**src/rtl/kda_pkg.sv**
```systemverilog
// shared types and constants for the key debounce and auto-repeat block
package kda_pkg;

	localparam int KEY_W     = 4;
	localparam int DATA_W    = 8;
	localparam int CFG_IDX_W = 2;

	typedef logic [DATA_W-1:0]    data_t;
	typedef logic [KEY_W-1:0]     keys_t;
	typedef logic [CFG_IDX_W-1:0] cfg_idx_t;

	// register indexes of the configuration port
	localparam cfg_idx_t REG_SAMPLE_MASK  = 2'd0;
	localparam cfg_idx_t REG_OFF_FILL     = 2'd1;
	localparam cfg_idx_t REG_FIRST_DELAY  = 2'd2;
	localparam cfg_idx_t REG_REPEAT_DELAY = 2'd3;

	localparam data_t SAMPLE_MASK_RST  = 8'd15;
	localparam data_t OFF_FILL_RST     = 8'd0;
	localparam data_t FIRST_DELAY_RST  = 8'd10;
	localparam data_t REPEAT_DELAY_RST = 8'd3;

	typedef struct packed {
		data_t sample_mask;
		data_t off_fill;
		data_t first_delay;
		data_t repeat_delay;
	} cfg_t;

	// what one key lane found in the current item
	typedef struct packed {
		logic press;
		logic release_ev;
		logic repeat_ev;
		logic held;
	} lane_res_t;

endpackage

```
**src/rtl/kda_lane.sv**
```systemverilog
// one key lane: history shift register, held flag and repeat counter
module kda_lane
	import kda_pkg::*;
(
	input  logic      clk,
	input  logic      arst_n,
	input  logic      step,
	input  logic      level,
	input  cfg_t      cfg,
	output lane_res_t res
);

	data_t hist_q;
	data_t cnt_q;
	logic  held_q;

	data_t     hist_d;
	data_t     cnt_d;
	logic      held_d;
	logic      match_shift;
	logic      match_now;
	data_t     cnt_dec;

	always_comb begin
		hist_d      = {hist_q[DATA_W-2:0], level};
		cnt_d       = cnt_q;
		held_d      = held_q;
		res         = '0;
		match_shift = (hist_d & cfg.sample_mask) == cfg.sample_mask;

		if (match_shift && !held_q) begin
			res.press = 1'b1;
			cnt_d     = cfg.first_delay;
			held_d    = 1'b1;
		end
		if (!match_shift && held_q) begin
			res.release_ev = 1'b1;
			hist_d         = cfg.off_fill;
			held_d         = 1'b0;
		end

		// count step looks at the history as it now stands (refill included)
		match_now = (hist_d & cfg.sample_mask) == cfg.sample_mask;
		cnt_dec   = cnt_d - data_t'(1);
		if (match_now && cnt_d != '0) begin
			cnt_d = cnt_dec;
			if (cnt_dec == '0) begin
				res.press      = 1'b0;
				res.release_ev = 1'b0;
				res.repeat_ev  = 1'b1;
				cnt_d          = cfg.repeat_delay;
				held_d         = 1'b1;
			end
		end
		res.held = held_d;
	end

	always_ff @(posedge clk or negedge arst_n) begin
		if (!arst_n) begin
			hist_q <= OFF_FILL_RST;
			cnt_q  <= FIRST_DELAY_RST;
			held_q <= 1'b0;
		end else if (step) begin
			hist_q <= hist_d;
			cnt_q  <= cnt_d;
			held_q <= held_d;
		end
	end

endmodule

```
**src/rtl/kda_merge.sv**
```systemverilog
// gathers the lane results into the event fields and holds them in the output register
module kda_merge
	import kda_pkg::*;
#(
	parameter int NUM_KEYS = 4
) (
	input  logic                     clk,
	input  logic                     arst_n,
	input  logic                     load,
	input  lane_res_t [NUM_KEYS-1:0] lane_res,
	input  logic                     event_stall,
	output logic                     event_valid,
	output keys_t                    press_events,
	output keys_t                    release_events,
	output keys_t                    repeat_events,
	output keys_t                    held_keys
);

	keys_t press_w;
	keys_t release_w;
	keys_t repeat_w;
	keys_t held_w;
	logic  valid_q;

	// keys past the field width drop out of the result
	for (genvar i = 0; i < KEY_W; i++) begin : g_pack
		if (i < NUM_KEYS) begin : g_key
			assign press_w[i]   = lane_res[i].press;
			assign release_w[i] = lane_res[i].release_ev;
			assign repeat_w[i]  = lane_res[i].repeat_ev;
			assign held_w[i]    = lane_res[i].held;
		end else begin : g_none
			assign press_w[i]   = 1'b0;
			assign release_w[i] = 1'b0;
			assign repeat_w[i]  = 1'b0;
			assign held_w[i]    = 1'b0;
		end
	end

	always_ff @(posedge clk or negedge arst_n) begin
		if (!arst_n) begin
			valid_q <= 1'b0;
		end else if (load) begin
			valid_q <= 1'b1;
		end else if (!event_stall) begin
			valid_q <= 1'b0;
		end
	end

	always_ff @(posedge clk) begin
		if (load) begin
			press_events   <= press_w;
			release_events <= release_w;
			repeat_events  <= repeat_w;
			held_keys      <= held_w;
		end
	end

	assign event_valid = valid_q;

endmodule

```
**src/rtl/key_debounce_autorepeat_top.sv**
```systemverilog
// Key debounce with auto-repeat: each item is one scan tick carrying a level bit per key.
// Every key has its own lane (8-bit sample history, held flag, repeat counter) and all
// lanes update together, so one item is taken per clock while key_stall is low and its
// result appears in the output register in the next cycle. The only thing that slows intake is the output
// register: key_stall is high while a result sits there and event_stall holds it.
// Configuration writes are always taken (cfg_ready is tied high) and belong in idle time.
module key_debounce_autorepeat_top
	import kda_pkg::*;
#(
	parameter int NUM_KEYS = 4
) (
	input  logic     clk,
	input  logic     arst_n,
	input  logic     key_valid,
	output logic     key_stall,
	input  keys_t    key_levels,
	output logic     event_valid,
	input  logic     event_stall,
	output keys_t    press_events,
	output keys_t    release_events,
	output keys_t    repeat_events,
	output keys_t    held_keys,
	input  logic     cfg_valid,
	output logic     cfg_ready,
	input  cfg_idx_t cfg_index,
	input  data_t    cfg_data
);

	cfg_t                     cfg_q;
	lane_res_t [NUM_KEYS-1:0] lane_res;
	logic                     step;

	assign cfg_ready = 1'b1;
	assign key_stall = event_valid && event_stall;
	assign step      = key_valid && !key_stall;

	always_ff @(posedge clk or negedge arst_n) begin
		if (!arst_n) begin
			cfg_q.sample_mask  <= SAMPLE_MASK_RST;
			cfg_q.off_fill     <= OFF_FILL_RST;
			cfg_q.first_delay  <= FIRST_DELAY_RST;
			cfg_q.repeat_delay <= REPEAT_DELAY_RST;
		end else if (cfg_valid && cfg_ready) begin
			case (cfg_index)
				REG_SAMPLE_MASK:  cfg_q.sample_mask  <= cfg_data;
				REG_OFF_FILL:     cfg_q.off_fill     <= cfg_data;
				REG_FIRST_DELAY:  cfg_q.first_delay  <= cfg_data;
				REG_REPEAT_DELAY: cfg_q.repeat_delay <= cfg_data;
				default: ;
			endcase
		end
	end

	for (genvar k = 0; k < NUM_KEYS; k++) begin : g_lane
		logic level;
		if (k < KEY_W) begin : g_in
			assign level = key_levels[k];
		end else begin : g_zero
			assign level = 1'b0;
		end

		kda_lane u_lane (
			.clk    (clk),
			.arst_n (arst_n),
			.step   (step),
			.level  (level),
			.cfg    (cfg_q),
			.res    (lane_res[k])
		);
	end

	kda_merge #(
		.NUM_KEYS (NUM_KEYS)
	) u_merge (
		.clk            (clk),
		.arst_n         (arst_n),
		.load           (step),
		.lane_res       (lane_res),
		.event_stall    (event_stall),
		.event_valid    (event_valid),
		.press_events   (press_events),
		.release_events (release_events),
		.repeat_events  (repeat_events),
		.held_keys      (held_keys)
	);

endmodule

```
**config.mk**
```make
export PLATFORM = sky130hd
export DESIGN_NAME = key_debounce_autorepeat_top
export DESIGN_NICKNAME = d
export VERILOG_FILES = /design/src/rtl/kda_pkg.sv /design/src/rtl/kda_lane.sv /design/src/rtl/kda_merge.sv /design/src/rtl/key_debounce_autorepeat_top.sv
export SDC_FILE = /design/constraint.sdc
export NUM_CORES = 1
export LEC_CHECK = 0
export BUFFER_PORTS_ARGS = -buffer_cell sky130_fd_sc_hd__buf_2
export CORE_ASPECT_RATIO = 1.5
export CORE_MARGIN = 4
export CORE_UTILIZATION = 50
export CTS_BUF_LIST = sky130_fd_sc_hd__clkbuf_16
export CTS_CLUSTER_DIAMETER = 100
export DETAILED_ROUTE_END_ITERATION = 10
export PLACE_DENSITY = 0.67
export SKIP_LAST_GASP = 1
export SLEW_MARGIN = 5
export SYNTH_ARGS = -nofsm -noshare
export SYNTH_HDL_FRONTEND = slang
export SYNTH_SLANG_ARGS = --single-unit
```
**constraint.sdc**
```tcl
create_clock -name clk -period 8.8 [get_ports clk]
set_input_delay 0.88 -clock clk [delete_from_list [all_inputs] [get_ports clk]]
set_output_delay 0.88 -clock clk [all_outputs]
set_load 0.02 [all_outputs]
```
---- After elaboration in Yosys (flattened, before gate mapping) ----
Cells that the tools add are included.
word-level totals
  bits in registers ....................... 113
  input port bits ......................... 19
  output and inout bits ................... 19
operators by class
  add/sub/neg operators ................... 4
  equality and inequality tests ........... 12
  mux-type cells .......................... 50
  bitwise gates (word level) .............. 8
  reduce and logical (&&, ||, !) cells .... 36
operators with widths
  kind                 number
  $mux 8               16
  $and 8x8->8          8
  $eq 8x8->1           8
  $logic_not 8->1      4
  $reduce_bool 8->1    4
  $sub 8x1->8 const B  4
  $mux 1               26
  $mux 3               8
  $logic_and 1x1->1    14
  $logic_not 1->1      9
  $reduce_and 2->1     4
  $eq 2x2->1 const B   2
  $eq 2x1->1 const B   1
  $logic_not 2->1      1
  $ne 2x1->1 const B   1

---- Longest topological paths before layout ----
Gate-level depths: netlist of the first run.
  depth after elaboration ................. 9
  depth in mapped cells ................... 16
  mapped depth without buffers ............ 14

---- Cells and area by module ----
From an unflattened synthesis of the first run, not the netlist that was laid out.
second synthesis, totals
  cells, all modules ...................... 866
  area total of the unflattened synthesis .. 8062.7 um2
by module, submodules not included
  module                           instances  cells an instance  area each (um2)  seq. area each (um2)
  kda_lane (g_lane[0].u_lane ...)  2          203                1657.8           402.9
  kda_lane (g_lane[2].u_lane ...)  2          185                1493.9           402.9
  key_debounce_autorepeat_top      1          72                 1246.2           810.8
  kda_merge                        1          18                 513.0            505.5

---- Least setup slack after synthesis of the first run ----
No wires, ideal clock.
  path type ............................... in2reg
  start point ............................. in key_levels[0]
  end point ............................... reg u_merge.release_events[0] (data pin)
  arrival ................................. 3895 ps
  data required time ...................... 8545 ps
  slack ................................... 4650 ps
  stages .................................. 16
  cell sequence ........................... or2b_1 o2111a_1 nor4b_2 clkbuf_1 mux2i_1 ha_1 clkbuf_1 nand2_1 xor2_1 and3_1 o2111ai_1 nand2_1 and2_1 clkbuf_1 nor2_1 and2_1
RTL lines
  item                  RTL line                           text
  from (decl)           key_debounce_autorepeat_top.sv:16  input keys_t key_levels,
  to (signal assigned)  kda_merge.sv:53                    release_events <= release_w;
  to (decl)             kda_merge.sv:14                    output keys_t release_events,

==> impl_metrics.yaml, run 1 <==
run_status:
  status: "finished clean"
place:
  gp_congestion: 0.8964
  port_buffers: 36
  post-place-ws_ns: 3.964
  hpwl_microns: 15040
die:
  core_area_sq_um: 14660
  fp.dieW_microns: 108.2
  rows: 54
  ios: 38
  dieArea_sq_um: 17130
  fp.dieH_microns: 158.3
  initial_core_util: 0.5137
timing:
  hold_violations: 0
  setup_tns_ns: 0
  maxSlewViolCount: 0
  worst_clock_skew_ns: 0.01522
  rsz0062_at_grt: "false"
  timing.final.crit_period_ns: 4.420
  finalSetupViolCount: 0
  tightest_slew_ns: 0.9542
  finalCritPeriodShare: 0.5022
  fin_ws_ns: 4.380
  fmax_mhz: 226.3
  max_slew_margin: 0.3615
yosys:
  synth_top_area_frac: 0.2691
  yosysWarningCount: 0
  synth_ff_type: "dfrtp_1"
  synth.avg_cell_area_sq_um: 9.162
  syn_area_sq_um: 7531
  ys_seq_area_frac: 0.3888
  synth_edf_count: 16
  ys_ff_latch: 113
  synth_area_leader_cell: "dfrtp_1"
  yosys.cell_count.top_type: "nand2_1"
  synthTopCellsByCount: "nand2_1 (98), dfrtp_1 (81), nor2_1 (74)"
  syn-instance-count: 822
  synthTopCellsByArea: "dfrtp_1 (27%), edfxtp_1 (6.4%), mux2i_1 (6.1%), dfstp_2 (5.6%), mux2_2 (4.9%)"
  synth_nets: 853
  synthDistinctLibCells: 91
  synthArstFlopShare: 0.8584
detailed_routing:
  drt_iter0_drc: 492
  ant_nets: 0
  dr.pass1.iters: 5
  vias_per_cell: 6.088
  vias: 6374
  avgRoutedWirePerCell_microns: 20.32
  remaining_drc_errors: 0
  routed_wirelength_microns: 21270
cts:
  numCtsBuffers: 17
  path_clk_slew_ns: 0.07
  cts_sinks: 113
  htree_num_levels: 4
  cts_resized: 0
  clock_path_buffers: 2
  cts_tree: "yes"
  clk_latency_ns: 0.43
  hold_buffers: 0
  postCtsSetupBuffers: 0
  root_buffer: "clkbuf_16"
layout:
  multi_input_area_sq_um: 4247
  drive_gt1_frac: 0.1904
  area_delta_synth_final_pct: 10.95
  nNetsFinal: 869
  diodes: 0
  nFillCells: 1328
  seq_area_sq_um: 2928
critical_path:
  ff2ff_path_depth: 14
  cp_max_fo: 18
  rr_endpoint: "g_lane[1].u_lane.cnt_q[4]$_DFFE_PN0P_"
  crit_start: "key_levels[2]"
  r2r_slack_ns: 4.46
  end_kind: "flop"
  startpoint_type: "input pin"
  path_class: "input pin to flop"
  endpoint: "u_merge.release_events[2]$_DFFE_PP_"
  worstPathRequired_ns: 8.98
  cp.arrival_ns: 4.60
  r2r_start: "cfg_q[28]$_DFFE_PN0P_"
power:
  leakage_nw: 3.567
  ir_drop_mv: 0.1449
  p_per_area_nw_per_um2: 290.3
worst_hold_path:
  hp-class: "input pin to async pin"
global_route:
  grt_pass1_wl_microns: 34110
  grt_max_degree: 84
  grt_pass1_vias: 6422
  gr-usage-all-layers: 0.2603
  antenna_found_initial: 0
  grt_remaining_overflow: 0
run:
  drv_cap: 0
cells in the final DEF (no fill, tap or decap), types with 11 or more instances in the layout:
master and n:
nor3_1 24, mux2_2 33, a21oi_1 46, ha_1 12, nand2b_1 24, inv_1 25, xnor2_1 28, dfstp_2 16
mux2i_1 46, buf_2 35, clkbuf_16 18, nand3_1 25, xor2_1 11, nand2_1 98, nor2_1 74, edfxtp_1 16
dfrtp_1 81, o21ai_0 52
through the flow:
step | cell area, sq um | power (mW) | cells | hold WS, ns | utilization
floorplan | 7531 | 1.505 | 822 | 0.4413 | -
global placement | 7771 | 1.698 | 1015 | 0.4569 | 0.5300
detailed placement | 7771 | 1.729 | 1015 | 0.4617 | 0.5300
CTS | 8356 | 2.426 | 1047 | 0.4372 | 0.5699
global route | 8356 | 2.569 | 1047 | 0.4634 | 0.5699
finish | 8356 | 2.425 | 1047 | 0.4247 | 0.5699
state kept, by name, indices dropped and copies added, names as in the netlist:
register,flops
u_merge.repeat_events,4
g_lane.u_lane.cnt_q,32
u_merge.press_events,4
g_lane.u_lane.hist_q,28
g_lane.u_lane.held_q,4
cfg_q,32
u_merge.held_keys,4
u_merge.event_valid,1
u_merge.release_events,4
area by class of cell:
| type | instances | share of cell area |
|---|---|---|
| clock inverters | 14 | 0.01602 |
| multi-input cells | 634 | 0.5082 |
| inverters | 27 | 0.01213 |
| well taps | 196 | 0.02935 |
| flip-flops and latches | 113 | 0.3504 |
| repair buffers | 45 | 0.02995 |
| clock buffers | 18 | 0.05391 |
worst max-delay path, stage by stage:
cell,delay [ns]
buf_2,0.09
inv_1,0.04
a222oi_1,0.50
nand3_2,0.53
mux2i_1,0.54
ha_1,0.40
mux4_1,0.62
a2111oi_2,0.33
o21ai_2,0.19
nor2_1,0.22
nor2_1,0.09
and2_1,0.16
layer usage:
metal	GRT usage	vias to the layer above	wire, microns
met5	0	-	0
met4	0.1570	0	1127
met3	0.03813	77	967
met2	0.4531	208	10990
met1	0.3014	3116	8190
li1	-	2973	-
cell families (layout without fill, tap and decap cells):
| family | after synthesis | after routing | share of synthesized area |
|---|---|---|---|
| and+or+nand+nor | 321 | 321 | 0.2211 |
| AOI/OAI and AO/OA | 180 | 180 | 0.1603 |
| DFF | 113 | 113 | 0.3888 |
| muxes | 81 | 81 | 0.1160 |
| buffers and inverters | 75 | 104 | 0.04801 |
| xor gates and xnor gates | 39 | 39 | 0.04536 |
| adders and majority gates | 12 | 12 | 0.01994 |
| other | 1 | 1 | 0.0004979 |
how the worst min path moves through the flow:
stage,startpoint,to,slack [ns],cells after the start
4_1_cts,arst_n,u_merge.event_valid$_DFFE_PN0P_,0.44,1
5_1_grt,arst_n,u_merge.event_valid$_DFFE_PN0P_,0.46,1
3_5_place_dp,g_lane[3].u_lane.hist_q[6]$_DFFE_PN0P_,g_lane[3].u_lane.hist_q[6]$_DFFE_PN0P_,0.46,2
3_3_place_gp,g_lane[0].u_lane.hist_q[6]$_DFFE_PN0P_,g_lane[0].u_lane.hist_q[6]$_DFFE_PN0P_,0.46,2
2_1_floorplan,g_lane[0].u_lane.hist_q[6]$_DFFE_PN0P_,g_lane[0].u_lane.hist_q[6]$_DFFE_PN0P_,0.44,2
6_report,arst_n,u_merge.event_valid$_DFFE_PN0P_,0.42,1
power breakdown:
group	switching (mW)	leakage, nW	internal, mW
combinational	0.467	1.96	0.354
sequential	0.223	1.32	0.692
clock	0.297	0.289	0.392
total	0.987	3.57	1.44
No activity file was read; power rests on OpenSTA's default activity.
==> run 2: changes to the inputs <==
- PLACE_DENSITY: 0.67 -> 0.7
- clock period: 8.8 -> 3.79 ns (I/O delays scaled with it)
==> impl_metrics.yaml, run 2 (synthesis gave the netlist of run 1 again) <==
die:
  dieArea_sq_um: 17130
  rows: 54
  fp.dieW_microns: 108.2
  fp.dieH_microns: 158.3
  initial_core_util: 0.5137
  core_area_sq_um: 14660
  ios: 38
critical_path:
  path_class: "flop to flop"
  cp_max_fo: 7
  startpoint_type: "flop"
  slowest_stage: "dfstp_2"
  ff2ff_path_depth: 15
  r2r_start: "cfg_q[24]$_DFFE_PN1P_"
  worstPathRequired_ns: 3.96
  crit_start: "cfg_q[24]$_DFFE_PN1P_"
  critical_path.cell_chain: "or2b_1 > o2111a_1 > nor4b_2 > buf_4 > mux2i_1 > ha_1 > nand2b_1 > nand4b_1 > a31oi_1 > a31o_2 > o2111ai_1 > nand2_1 > and2_1 > nor2_1 > and2_1"
  end_kind: "flop"
  critical_path.top_delay_family: "simple AND/OR/NAND/NOR gates"
  r2r_slack_ns: 0.23
  cp.arrival_ns: 3.73
  rr_endpoint: "u_merge.release_events[0]$_DFFE_PP_"
  slowest_delay_ns: 0.60
  cp_num_buf_inv: 1
  critPathMostFrequentCell: "and2_1"
detailed_routing:
  avgRoutedWirePerCell_microns: 19.91
  route.met3.wl_microns: 700
  dr_wl_met2_microns: 11500
  vias: 6528
  routed_wirelength_microns: 21740
  ant_nets: 0
  drt_iter0_drc: 438
  dr.pass1.iters: 5
  vias_per_cell: 5.978
  wl_met1_microns: 8276
  remaining_drc_errors: 0
  top_layer: "met4"
timing:
  timing.final.crit_period_ns: 3.557
  rsz0062_at_grt: "false"
  fmax_mhz: 281.2
  finalSetupViolCount: 0
  fin_ws_ns: 0.2333
  finalCritPeriodShare: 0.9384
  maxSlewViolCount: 0
  tightest_slew_ns: 1.050
  worst_clock_skew_ns: 0.01345
  hold_violations: 0
  max_slew_margin: 0.2999
  setup_tns_ns: 0
power:
  p_comb_frac: 0.362
  p_int_mw: 3.584
  clkPwrFrac: 0.280
  swShare: 0.3897
  finalPower_mw: 5.873
  p_per_area_nw_per_um2: 672.9
  pwr-share-seq: 0.358
  leakage_nw: 3.800
  ir_drop_mv: 0.3922
  switchingPower_mw: 2.288
cts:
  path_clk_slew_ns: 0.06
  root_buffer: "clkbuf_16"
  numCtsBuffers: 17
  cts_tree: "yes"
  clock_path_buffers: 2
  htree_num_levels: 4
  cts_sinks: 113
  clk_latency_ns: 0.42
layout:
  layoutNonFillerInstCount: 1092
  nFillCells: 1273
  design_area_sq_um: 8727
  final_common_cell: "nand2_1"
  top_regs: "cfg_q x32, g_lane.u_lane.cnt_q x32, g_lane.u_lane.hist_q x28"
  mostFrequentLayoutCells: "nand2_1 (98), dfrtp_1 (81), nor2_1 (73)"
  diodes: 0
  area_delta_synth_final_pct: 15.88
  nNetsFinal: 914
  drive_gt1_frac: 0.2355
global_route:
  grt_max_degree: 107
  gr-usage-all-layers: 0.2649
  antenna_found_initial: 0
  grt_remaining_overflow: 0
  grt_pass1_wl_microns: 34800
  grt_pass1_vias: 6463
place:
  hpwl_microns: 15400
  post-place-ws_ns: 0.06835
  port_buffers: 36
  placed_cells: 1053
  placed_cell_area_sq_um: 8056
  gp_congestion: 0.9710
run_status:
  status: "finished clean"
run:
  drv_cap: 0
worst_hold_path:
  hp-class: "input pin to async pin"
==> run 2: changes by cell type in the layout (fill, tap and decap cells not counted), sizes merged <==
cell	delta
inv	-5
bufinv	+2
clkinv	+3
buf	+45
==> run 2: what timing repair did <==
action,CTS,global route
endpoints found under the setup margin,0,21
setup buffers,0,7
hold buffers,0,0
gates resized for setup,0,6
==> run 2: stage by stage <==
step,util,hold slack [ns]
floorplan,-,0.08341
global placement,0.5495,0.4554
detailed placement,0.5495,0.4622
CTS,0.5905,0.1211
global route,0.5952,0.1534
finish,0.5952,0.08014
==> run 2: how the worst max path moves through the flow <==
| stage | cells past startpoint | slack, ns | end |
|---|---|---|---|
| after floorplan | 16 | 0.07 | u_merge.release_events[0]$_DFFE_PP_ |
| after global placement | 14 | 0.13 | g_lane[1].u_lane.cnt_q[4]$_DFFE_PN0P_ |
| after detailed placement | 14 | 0.07 | g_lane[1].u_lane.cnt_q[4]$_DFFE_PN0P_ |
| after CTS | 14 | 0.07 | g_lane[1].u_lane.cnt_q[4]$_DFFE_PN0P_ |
| after global routing | 15 | 0.01 | g_lane[1].u_lane.cnt_q[0]$_DFFE_PN0P_ |
| final | 15 | 0.23 | u_merge.release_events[0]$_DFFE_PP_ |
==> run 2: metal layers <==
metal	vias to the layer above	GRT usage
met3	67	0.03083
met4	0	0.1540
li1	3063	-
met5	-	0
met2	181	0.4775
met1	3217	0.3000
==> run 2: cell type report <==
cell class	count	area (sq um)	share of cell area
timing repair buffer	90	588.1	0.06738
tap	196	245.2	0.02810
clock buffer	18	450.4	0.05161
multi-input combinational	634	4264	0.4886
sequential	113	2928	0.3355
inverter	27	101.3	0.01161
clock inverter	14	150.1	0.01720
==> run 2: power groups by stage <==
stage | clock network [mW] | logic, mW | registers, mW
finish | 1.65 | 2.12 | 2.10
global route | 1.71 | 2.35 | 2.14
CTS | 1.65 | 2.09 | 2.09
detailed placement | 0 | 2.07 | 2.10
global placement | 0 | 2.03 | 2.09
floorplan | 0 | 1.60 | 1.89
==> run 3: changes to the inputs <==
- clock period: 3.79 -> 3.05 ns (I/O delays scaled with it)
==> impl_metrics.yaml, run 3 (synthesis gave the netlist of run 1 again) <==
die:
  dieArea_sq_um: 17130
  ios: 38
  core_area_sq_um: 14660
  fp.dieW_microns: 108.2
  fp.dieH_microns: 158.3
  rows: 54
  initial_core_util: 0.5137
detailed_routing:
  ant_nets: 0
  dr.pass1.iters: 7
  avgRoutedWirePerCell_microns: 20.12
  remaining_drc_errors: 0
  vias: 6988
  drt_iter0_drc: 459
  routed_wirelength_microns: 23800
  vias_per_cell: 5.907
critical_path:
  cp.arrival_ns: 3.48
  startpoint_type: "flop"
  rr_endpoint: "u_merge.release_events[2]$_DFFE_PP_"
  path_class: "flop to flop"
  ff2ff_path_depth: 12
  r2r_start: "cfg_q[27]$_DFFE_PN1P_"
  cp_max_fo: 6
  r2r_slack_ns: -0.26
  end_kind: "flop"
  worstPathRequired_ns: 3.22
global_route:
  grt_pass1_vias: 7254
  grt_pass1_wl_microns: 37870
  gr-usage-all-layers: 0.2856
  grt_max_degree: 65
  grt_remaining_overflow: 0
  antenna_found_initial: 0
layout:
  area_delta_synth_final_pct: 32.70
  mostFrequentLayoutCells: "buf_4 (126), nand2_1 (89), dfrtp_1 (79)"
  fin_util: 0.6816
  nNetsFinal: 1005
  drive_gt1_frac: 0.3769
  nFillCells: 1122
  diodes: 0
  layoutNonFillerInstCount: 1183
  top_regs: "cfg_q x32, g_lane.u_lane.cnt_q x32, g_lane.u_lane.hist_q x28"
  final_common_cell: "buf_4"
timing:
  finalSetupViolCount: 51
  holdWs_ns: 0.1311
  fmax_mhz: 301.9
  tightest_slew_ns: 0.6895
  worst_clock_skew_ns: 0.01189
  rsz0062_at_grt: "true"
  timing.final.crit_period_ns: 3.312
  hold_violations: 0
  fin_ws_ns: -0.2621
  maxSlewViolCount: 0
  setup_tns_ns: -7.454
  finalCritPeriodShare: 1.086
  max_slew_margin: 0.5387
cts:
  cts_sinks: 113
  root_buffer: "clkbuf_16"
  clock_path_buffers: 2
  cts_tree: "yes"
  clk_latency_ns: 0.41
  path_clk_slew_ns: 0.06
  htree_num_levels: 4
  numCtsBuffers: 17
worst_hold_path:
  hold-path-cell-count: 2
  hp-class: "input pin to flop"
  holdPathEnd: "u_merge.event_valid$_DFFE_PN0P_"
  min_from: "key_valid"
place:
  post-place-ws_ns: -0.4197
  port_buffers: 36
  hpwl_microns: 16750
  placed_cells: 1124
  gp_congestion: 0.9214
run:
  drv_cap: 0
power:
  ir_drop_mv: 0.4602
  leakage_nw: 4.375
  p_per_area_nw_per_um2: 810.1
run_status:
  status: "complete, but fails checks"
  violations: "negative setup slack"
## run 3: cell types whose count changed in the layout (fill, tap and decap cells not counted), sizes merged
| cell | change |
|---|---|
| clkbuf | -1 |
| inv | +2 |
| dlygate4sd3 | +1 |
| buf | +90 |
| clkinvlp | -1 |
| clkinv | +1 |
| bufinv | -1 |
## run 3: area by class of cell
| cell class | count | area [sq um] | area share |
|---|---|---|---|
| Clock buffer | 17 | 425.4 | 0.04257 |
| Clock inverter | 15 | 147.6 | 0.01477 |
| Inverter | 27 | 101.3 | 0.01014 |
| Multi-Input combinational cell | 634 | 4772 | 0.4775 |
| Sequential cell | 113 | 2930 | 0.2932 |
| Tap cell | 196 | 245.2 | 0.02454 |
| Timing Repair Buffer | 181 | 1371 | 0.1372 |
## run 3: where the power goes
group | switching [mW] | internal (mW)
Sequential | 0.593 | 2.00
Combinational | 1.84 | 1.74
Clock | 0.777 | 1.14
## run 3: worst max-delay path, cell delays in order, from the launching register on
cell and delay (ns):
dfstp_2 0.37, buf_4 0.16, a222oi_1 0.31, buf_4 0.19
nand3_4 0.12, mux2i_4 0.23, ha_4 0.21, mux4_2 0.54
a2111oi_4 0.39, o21ai_4 0.15, nor2_2 0.17, nor2_1 0.09
and2_1 0.14
## run 3: worst max path at each step
stage                     cells past startpoint             startpoint                                     to  slack, ns
after CTS                                    15  cfg_q[28]$_DFFE_PN0P_  g_lane[1].u_lane.cnt_q[0]$_DFFE_PN0P_      -0.25
after global placement                       17          key_levels[1]  g_lane[1].u_lane.cnt_q[1]$_DFFE_PN1P_      -0.36
final                                        12  cfg_q[27]$_DFFE_PN1P_    u_merge.release_events[2]$_DFFE_PP_      -0.26
after global routing                         13  cfg_q[24]$_DFFE_PN1P_  g_lane[2].u_lane.cnt_q[0]$_DFFE_PN0P_      -0.42
after floorplan                              13  cfg_q[24]$_DFFE_PN1P_    u_merge.release_events[2]$_DFFE_PP_      -0.26
after detailed placement                     16  cfg_q[24]$_DFFE_PN1P_  g_lane[0].u_lane.cnt_q[2]$_DFFE_PN0P_      -0.42
## run 3: per-layer routing
metal  up-vias  track usage  part of all wire
met5         -            0                 0
li1       3247            -                 -
met4         0       0.1667             0.064
met1      3363       0.3258              0.37
met2       281       0.5080              0.52
met3        97      0.03813             0.045
## run 3: repair_timing
| action | CTS | global route |
|---|---|---|
| endpoints found under the setup margin | 52 | 52 |
| pin swaps | 36 | 29 |
| hold endpoints to repair | 32 | 0 |
| buffers inserted | 15 | 13 |
| resized for setup | 54 | 38 |
| cloned | 0 | 1 |
| hold buffers | 1 | 0 |
## run 3: per-stage QoR
step	total power, mW	instance area [sq um]
after detailed placement	5.745	8817
after floorplan	4.570	7779
after CTS	7.916	9759
after global placement	5.602	8817
final	8.096	9993
after global routing	8.533	9993
